File: src/bounded_stable_priority_queue_assert.svh
// Assertion macros for the bounded stable priority queue.
`ifndef BOUNDED_STABLE_PRIORITY_QUEUE_ASSERT_SVH
`define BOUNDED_STABLE_PRIORITY_QUEUE_ASSERT_SVH

`ifndef NO_ASSERTIONS

`define BSQ_ASSERT(lbl, clk_sig, rst_n_sig, prop, msg) \
	lbl: assert property (@(posedge clk_sig) disable iff (!rst_n_sig) prop) else $error(msg);

`define BSQ_ASSERT_ALWAYS(lbl, clk_sig, prop, msg) \
	lbl: assert property (@(posedge clk_sig) prop) else $error(msg);

`else

`define BSQ_ASSERT(lbl, clk_sig, rst_n_sig, prop, msg)

`define BSQ_ASSERT_ALWAYS(lbl, clk_sig, prop, msg)

`endif

`endif

File: src/bsq_pkg.sv
// Shared types and constants of the bounded stable priority queue.
`default_nettype none

package bsq_pkg;

	localparam int DEPTH_DEF = 16;
	localparam int PRIO_W = 32;
	localparam int TAG_W = 16;
	localparam int CAP_W = 5;
	localparam int CNT_OUT_W = 5;

	localparam logic [CAP_W-1:0] CAP_RESET = 5'd16;

	localparam logic OP_INSERT = 1'b0;
	localparam logic OP_REMOVE = 1'b1;

	typedef struct packed {
		logic                     op;
		logic signed [PRIO_W-1:0] priority_req;
		logic [TAG_W-1:0]         task_tag;
	} req_item_t;

	typedef struct packed {
		logic                     accepted;
		logic                     head_valid;
		logic signed [PRIO_W-1:0] head_priority;
		logic [TAG_W-1:0]         head_tag;
		logic [CNT_OUT_W-1:0]     entry_count;
		logic                     empty_flag;
	} rsp_item_t;

	typedef struct packed {
		logic signed [PRIO_W-1:0] prio;
		logic [TAG_W-1:0]         tag;
	} entry_t;

	typedef struct packed {
		logic   ins;
		logic   rem;
		entry_t item;
	} cell_ctrl_t;

endpackage

`default_nettype wire

File: src/bsq_cell.sv
// One slot of the queue: holds an entry, compares it with the new item, shifts with neighbors.
`default_nettype none

module bsq_cell (
	input  wire                  clk,
	input  wire bsq_pkg::cell_ctrl_t ctrl,
	input  wire                  occupied,
	input  wire                  here_left,
	input  wire bsq_pkg::entry_t left_slot,
	input  wire bsq_pkg::entry_t right_slot,
	output logic                 here,
	output bsq_pkg::entry_t      slot,
	output bsq_pkg::entry_t      slot_next
);

	bsq_pkg::entry_t slot_q;

	assign slot = slot_q;

	always_comb begin
		here = !occupied || (slot_q.prio < ctrl.item.prio);
		slot_next = slot_q;
		if (ctrl.ins) begin
			if (here) begin
				slot_next = here_left ? left_slot : ctrl.item;
			end
		end else if (ctrl.rem) begin
			slot_next = right_slot;
		end
	end

	always_ff @(posedge clk) begin
		slot_q <= slot_next;
	end

endmodule

`default_nettype wire

File: src/bounded_stable_priority_queue.sv
// Top level of the bounded stable priority queue: cell chain, count, capacity and result register.
`default_nettype none

`include "bounded_stable_priority_queue_assert.svh"

// Bounded stable priority queue. Entries are kept highest priority first; equal
// priorities leave in arrival order. An insert (op 0) is refused when the count has
// reached the capacity register (saturated at DEPTH); a remove (op 1) drops the head
// and is refused when empty. Each request item yields one response item describing
// the queue after the step. One item is taken per cycle unless a response is stalled:
// every slot cell compares its entry with the new priority in parallel and shifts in
// the same clock, and the response register accepts a new item in the cycle its
// previous item is taken. Write the capacity only while no response is pending.
module bounded_stable_priority_queue #(
	parameter int DEPTH = bsq_pkg::DEPTH_DEF
) (
	input  wire                          clk,
	input  wire                          arst_n,
	input  wire                          req_valid,
	output logic                         req_ready,
	input  wire bsq_pkg::req_item_t      req_item,
	output logic                         rsp_valid,
	input  wire                          rsp_ready,
	output bsq_pkg::rsp_item_t           rsp_item,
	input  wire                          cfg_we,
	input  wire [bsq_pkg::CAP_W-1:0]     cfg_data
);

	localparam int CntW = $clog2(DEPTH + 1);
	localparam int CmpW = (CntW > bsq_pkg::CAP_W) ? CntW : bsq_pkg::CAP_W;

	logic [CntW-1:0]           count_q, count_d;
	logic [bsq_pkg::CAP_W-1:0] cap_q;
	logic                      rsp_valid_q;
	bsq_pkg::rsp_item_t        rsp_item_q;

	logic [CmpW-1:0] cnt_cmp, cap_cmp, cnt_d_cmp;
	logic            room, nonempty, is_ins, fire, ok;
	bsq_pkg::cell_ctrl_t ctrl;

	logic [DEPTH-1:0]     here;
	logic [DEPTH-1:0]     occ;
	bsq_pkg::entry_t      slot [DEPTH];
	bsq_pkg::entry_t      slot_next [DEPTH];

	assign rsp_valid = rsp_valid_q;
	assign rsp_item  = rsp_item_q;
	assign req_ready = !rsp_valid_q || rsp_ready;
	assign fire      = req_valid && req_ready;

	always_comb begin
		cnt_cmp   = CmpW'(count_q);
		cap_cmp   = CmpW'(cap_q);
		room      = (cnt_cmp < cap_cmp) && (cnt_cmp < CmpW'(DEPTH));
		nonempty  = (count_q != '0);
		is_ins    = (req_item.op == bsq_pkg::OP_INSERT);
		ok        = is_ins ? room : nonempty;
		ctrl.ins  = fire && is_ins && room;
		ctrl.rem  = fire && !is_ins && nonempty;
		ctrl.item.prio = req_item.priority_req;
		ctrl.item.tag  = req_item.task_tag;
		count_d = count_q;
		if (ctrl.ins) begin
			count_d = count_q + CntW'(1);
		end else if (ctrl.rem) begin
			count_d = count_q - CntW'(1);
		end
		cnt_d_cmp = CmpW'(count_d);
	end

	for (genvar i = 0; i < DEPTH; i++) begin : g_cell
		bsq_pkg::entry_t left_slot, right_slot;
		logic            here_left;

		assign occ[i] = (CntW'(i) < count_q);

		if (i == 0) begin : g_head
			assign left_slot = slot[i];
			assign here_left = 1'b0;
		end else begin : g_body
			assign left_slot = slot[i-1];
			assign here_left = here[i-1];
		end

		if (i == DEPTH - 1) begin : g_tail
			assign right_slot = slot[i];
		end else begin : g_mid
			assign right_slot = slot[i+1];
		end

		bsq_cell u_cell (
			.clk        (clk),
			.ctrl       (ctrl),
			.occupied   (occ[i]),
			.here_left  (here_left),
			.left_slot  (left_slot),
			.right_slot (right_slot),
			.here       (here[i]),
			.slot       (slot[i]),
			.slot_next  (slot_next[i])
		);
	end

	always_ff @(posedge clk or negedge arst_n) begin
		if (!arst_n) begin
			count_q     <= '0;
			cap_q       <= bsq_pkg::CAP_RESET;
			rsp_valid_q <= 1'b0;
		end else begin
			count_q <= count_d;
			if (cfg_we) begin
				cap_q <= cfg_data;
			end
			if (fire) begin
				rsp_valid_q <= 1'b1;
			end else if (rsp_ready) begin
				rsp_valid_q <= 1'b0;
			end
		end
	end

	always_ff @(posedge clk) begin
		if (fire) begin
			rsp_item_q.accepted      <= ok;
			rsp_item_q.head_valid    <= (count_d != '0);
			rsp_item_q.head_priority <= (count_d != '0) ? slot_next[0].prio : '0;
			rsp_item_q.head_tag      <= (count_d != '0) ? slot_next[0].tag : '0;
			rsp_item_q.entry_count   <= cnt_d_cmp[bsq_pkg::CNT_OUT_W-1:0];
			rsp_item_q.empty_flag    <= (count_d == '0);
		end
	end

	`BSQ_ASSERT(a_count_bound, clk, arst_n, count_q <= CntW'(DEPTH), "count exceeds depth")
	`BSQ_ASSERT(a_fire_rsp, clk, arst_n, fire |=> rsp_valid_q, "accepted item gave no response")
	`BSQ_ASSERT(a_empty_remove, clk, arst_n, (fire && !is_ins && !nonempty) |=> (!rsp_item_q.accepted && count_q == '0), "remove on empty queue not refused")
	`BSQ_ASSERT(a_full_insert, clk, arst_n, (fire && is_ins && !room) |=> (!rsp_item_q.accepted && $stable(count_q)), "insert past capacity not refused")

endmodule

`default_nettype wire
File: config.mk
export PLATFORM = sky130hd
export DESIGN_NAME = bounded_stable_priority_queue
export DESIGN_NICKNAME = d
export VERILOG_FILES = /design/src/bsq_pkg.sv /design/src/bsq_cell.sv /design/src/bounded_stable_priority_queue.sv
export VERILOG_INCLUDE_DIRS = /design/src /design/src/src
export SDC_FILE = /design/constraint.sdc
export NUM_CORES = 2
export LEC_CHECK = 0
export BUFFER_PORTS_ARGS = -buffer_cell sky130_fd_sc_hd__buf_2
export CAP_MARGIN = 0
export CORE_MARGIN = 3
export CORE_UTILIZATION = 43
export CTS_BUF_LIST = sky130_fd_sc_hd__clkbuf_4 sky130_fd_sc_hd__clkbuf_8
export DETAILED_ROUTE_END_ITERATION = 10
export HOLD_SLACK_MARGIN = 0.06
export PLACE_DENSITY = 0.59
export SYNTH_ARGS = -nofsm -noshare
export SYNTH_HDL_FRONTEND = slang
export SYNTH_SLANG_ARGS = --single-unit
File: constraint.sdc
create_clock -name clk -period 8.5 [get_ports clk]
set_input_delay 0.85 -clock clk [delete_from_list [all_inputs] [get_ports clk]]
set_output_delay 0.85 -clock clk [all_outputs]
set_load 0.01 [all_outputs]
==> results.json <==
{
  "finalHoldViolCount": 0,
  "hp-class": "in -> reg",
  "ir_worst_vdd_mv": 0.208,
  "startpoint_type": "flop",
  "avgSynthCellArea_um2": 10.7,
  "cts.sinks": 835,
  "min_to": "cap_cmp[2]",
  "drtPass1Iterations": 6,
  "synth_top_area_cell": "edfxtp_1",
  "io_pins": 117,
  "post-place-cells": 6113,
  "timing.critical_path.mode_cell": "buf_4",
  "critical_path_required_ns": 9.10,
  "reg2reg_depth": 12,
  "setup_tns_ns": 0,
  "status": "finished clean",
  "ctsHtreeMaxLevel": 4,
  "die-area_um2": 122000,
  "routed_wl_mm": 171,
  "rr_endpoint": "rsp_item[35]",
  "slew_violations": 0,
  "cp.arrival_ns": 6.62,
  "async_flop_share": 0.0132,
  "power.total_mw": 17.3,
  "reg2reg_from": "cnt_cmp[4]",
  "synth-main-ff-cell": "edfxtp_1",
  "relSlewSlack": 0.115,
  "critPathCaptureType": "flop",
  "rsz0062_at_grt": "false",
  "synth_top_area_frac": 0.459,
  "cp_num_buf_inv": 4,
  "yosysSeqAreaShare": 0.484,
  "seqCellArea_um2": 24500,
  "synthTopCellsByArea": "edfxtp_1, ha_1, mux2i_1",
  "die_w_um": 350,
  "max_stage_delay_ns": 1.07,
  "power_density_nw_per_um2": 309,
  "clock.fmax_mhz": 166,
  "start_util": 0.435,
  "cts_tree": "done",
  "grt_antenna_before_repair": 4,
  "grt_pass1_vias": 38242,
  "rows": 125,
  "fin_nets": 5275,
  "holdPathStages": 3,
  "crit_slowest_cell": "a2111oi_0",
  "yosysWarnings": 0,
  "dp_hpwl_mm": 113,
  "synth_cells": 4743,
  "multi_input_area_um2": 24900,
  "fin_util": 0.479,
  "drc": 0,
  "antenna_left": 0,
  "gr-total-overflow": 0,
  "areaGrowthSynthToFinish_pct": 10.2,
  "grt_max_degree": 238,
  "die_h_um": 350,
  "syn-cell-area_um2": 50700,
  "critPathTopFamily": "buffers and inverters",
  "setup_viol": 0,
  "fin_cells": 6400,
  "synth_cell_types": 76,
  "root_buffer": "clkbuf_8",
  "wire_per_inst_um": 26.8,
  "fin_crit_sh": 0.708,
  "finClkSkew_ns": 0.0537,
  "synth_common_cells": "edfxtp_1, nand2_1, ha_1",
  "numCtsBuffers": 152,
  "routed-via-count": 39923,
  "fin_area_um2": 55900,
  "min-delay-start": "cfg_data[2]",
  "max-cap-violations": 0,
  "grt_pass1_wl_mm": 254,
  "r2r_slack_ns": 2.48,
  "drive_gt1_frac": 0.118,
  "ys_ff_latch": 835,
  "clockBufferDepth": 3,
  "synth.most_common_cell": "edfxtp_1",
  "period_minus_slack_ns": 6.02,
  "clk_pin_slew_ns": 0.06,
  "avgViaCountPerCell": 6.24,
  "groute.usage.overall": 0.275,
  "core_area_um2": 117000,
  "portBuffers": 116,
  "clk_latency_ns": 0.88,
  "syn_nets": 5274,
  "worst_pin_slew_ns": 1.33,
  "cts_resized": 0,
  "fillers": 10817,
  "postCtsSetupBuffers": 0,
  "critical_path_class": "reg -> reg",
  "crit_path_cell_trace": "ha_1 -> a2111oi_0 -> o211ai_4 -> buf_12 -> inv_8 -> buf_4 -> a22oi_2 -> xnor2_1 -> nor2_1 -> or4b_2 -> buf_4 -> and2_1",
  "initialDrtViolationCount": 4545,
  "synth_enable_flop_cells": 776,
  "gp_congestion": 0.936,
  "p_leak_nw": 22.2,
  "dpl_cell_area_um2": 52800,
  "crit_fanout": 222
}
power breakdown:
part           switching, mW  internal [mW]  total [mW]
Combinational           4.27           2.34        6.61
Clock                   1.87           2.16        4.03
Sequential             0.766           5.90        6.66
Total                   6.91           10.4        17.3
final cells by class:
class / count / area share
flip-flops and latches: 835 / 0.439
well taps: 1524 / 0.0341
multi-input cells: 3516 / 0.446
clock inverters: 50 / 0.00665
clock buffers: 231 / 0.0495
repair buffers: 187 / 0.0211
inverters: 52 / 0.00365
diodes: 5 / 0.000224
metal layers:
| metal | part of all wire | wire length [µm] | up-vias | global-route usage |
|---|---|---|---|---|
| li1 | - | - | 18045 | - |
| met1 | 0.44 | 76100 | 19751 | 0.393 |
| met2 | 0.44 | 75000 | 1818 | 0.414 |
| met3 | 0.081 | 13800 | 309 | 0.0513 |
| met4 | 0.037 | 6380 | 0 | 0.107 |
| met5 | 0 | 0 | - | 0 |
timing repair:
item                       in CTS  in global routing
hold buffers                    1                  0
setup endpoints to repair       0                  0
hold endpoints to repair       11                  0
how the worst max path moves through the flow:
| stage | from | to | slack (ns) | cells after the start |
|---|---|---|---|---|
| after floorplan | req_item[43] | g_cell[13].u_cell.slot[0] | 2.34 | 11 |
| after global placement | req_item[27] | g_cell[3].u_cell.slot[23] | 2.15 | 12 |
| after detailed placement | req_item[35] | g_cell[7].u_cell.slot[23] | 2.38 | 11 |
| after CTS | cnt_cmp[4] | rsp_item[11] | 2.59 | 12 |
| after global routing | cnt_cmp[4] | rsp_item[28] | 2.19 | 12 |
| final | cnt_cmp[4] | rsp_item[35] | 2.48 | 12 |
stage by stage:
step | worst slack (ns) | hold WS [ns]
finish | 2.48 | 0.176
global route | 2.19 | 0.162
CTS | 2.59 | 0.125
detailed placement | 2.38 | 0.487
global placement | 2.15 | 0.488
floorplan | 2.34 | 0.470
cells in the final DEF (no fill, tap or decap), types with 25 or more instances in the layout:
cell type	Yosys	routed
clkbuf_4	0	66
dfxtp_1	48	48
o21ai_0	440	440
o221a_2	29	29
buf_4	8	65
clkbuf_8	0	165
and2_1	99	98
a31oi_1	55	53
nand3_1	263	262
a221o_1	52	52
nand2b_1	36	35
nand4_1	58	58
nor2_1	193	187
inv_1	51	50
clkinv_1	0	25
mux2i_1	424	421
a21o_1	97	95
buf_2	47	116
ha_1	472	472
o211ai_1	170	170
a21oi_1	225	215
edfxtp_1	776	776
nand2_1	631	630
mux2_2	50	49
sequential cells by signal (all words and copies together) (netlist names):
signal,flops
cap_cmp,5
rsp_item,56
g_cell.u_cell.slot,768
rsp_valid,1
cnt_cmp,5
worst min-delay path, delay by kind of cell:
kind	cells	cell delay, ns
buffers and inverters	1	0.07
and+or+nand+nor	1	0.04
AOI/OAI and AO/OA	1	0.05
cell families (layout without fill, tap and decap cells):
family	Yosys count	after routing	synth area share
flops	835	835	0.484
buf+inv	392	520	0.0312
mux	474	474	0.0947
other cells	0	5	0
fa+ha+maj	472	472	0.116
compound gates	1212	1212	0.153
simple gates	1355	1355	0.121
xor+xnor	3	3	0.000518
No activity file was read; power rests on OpenSTA's default activity.
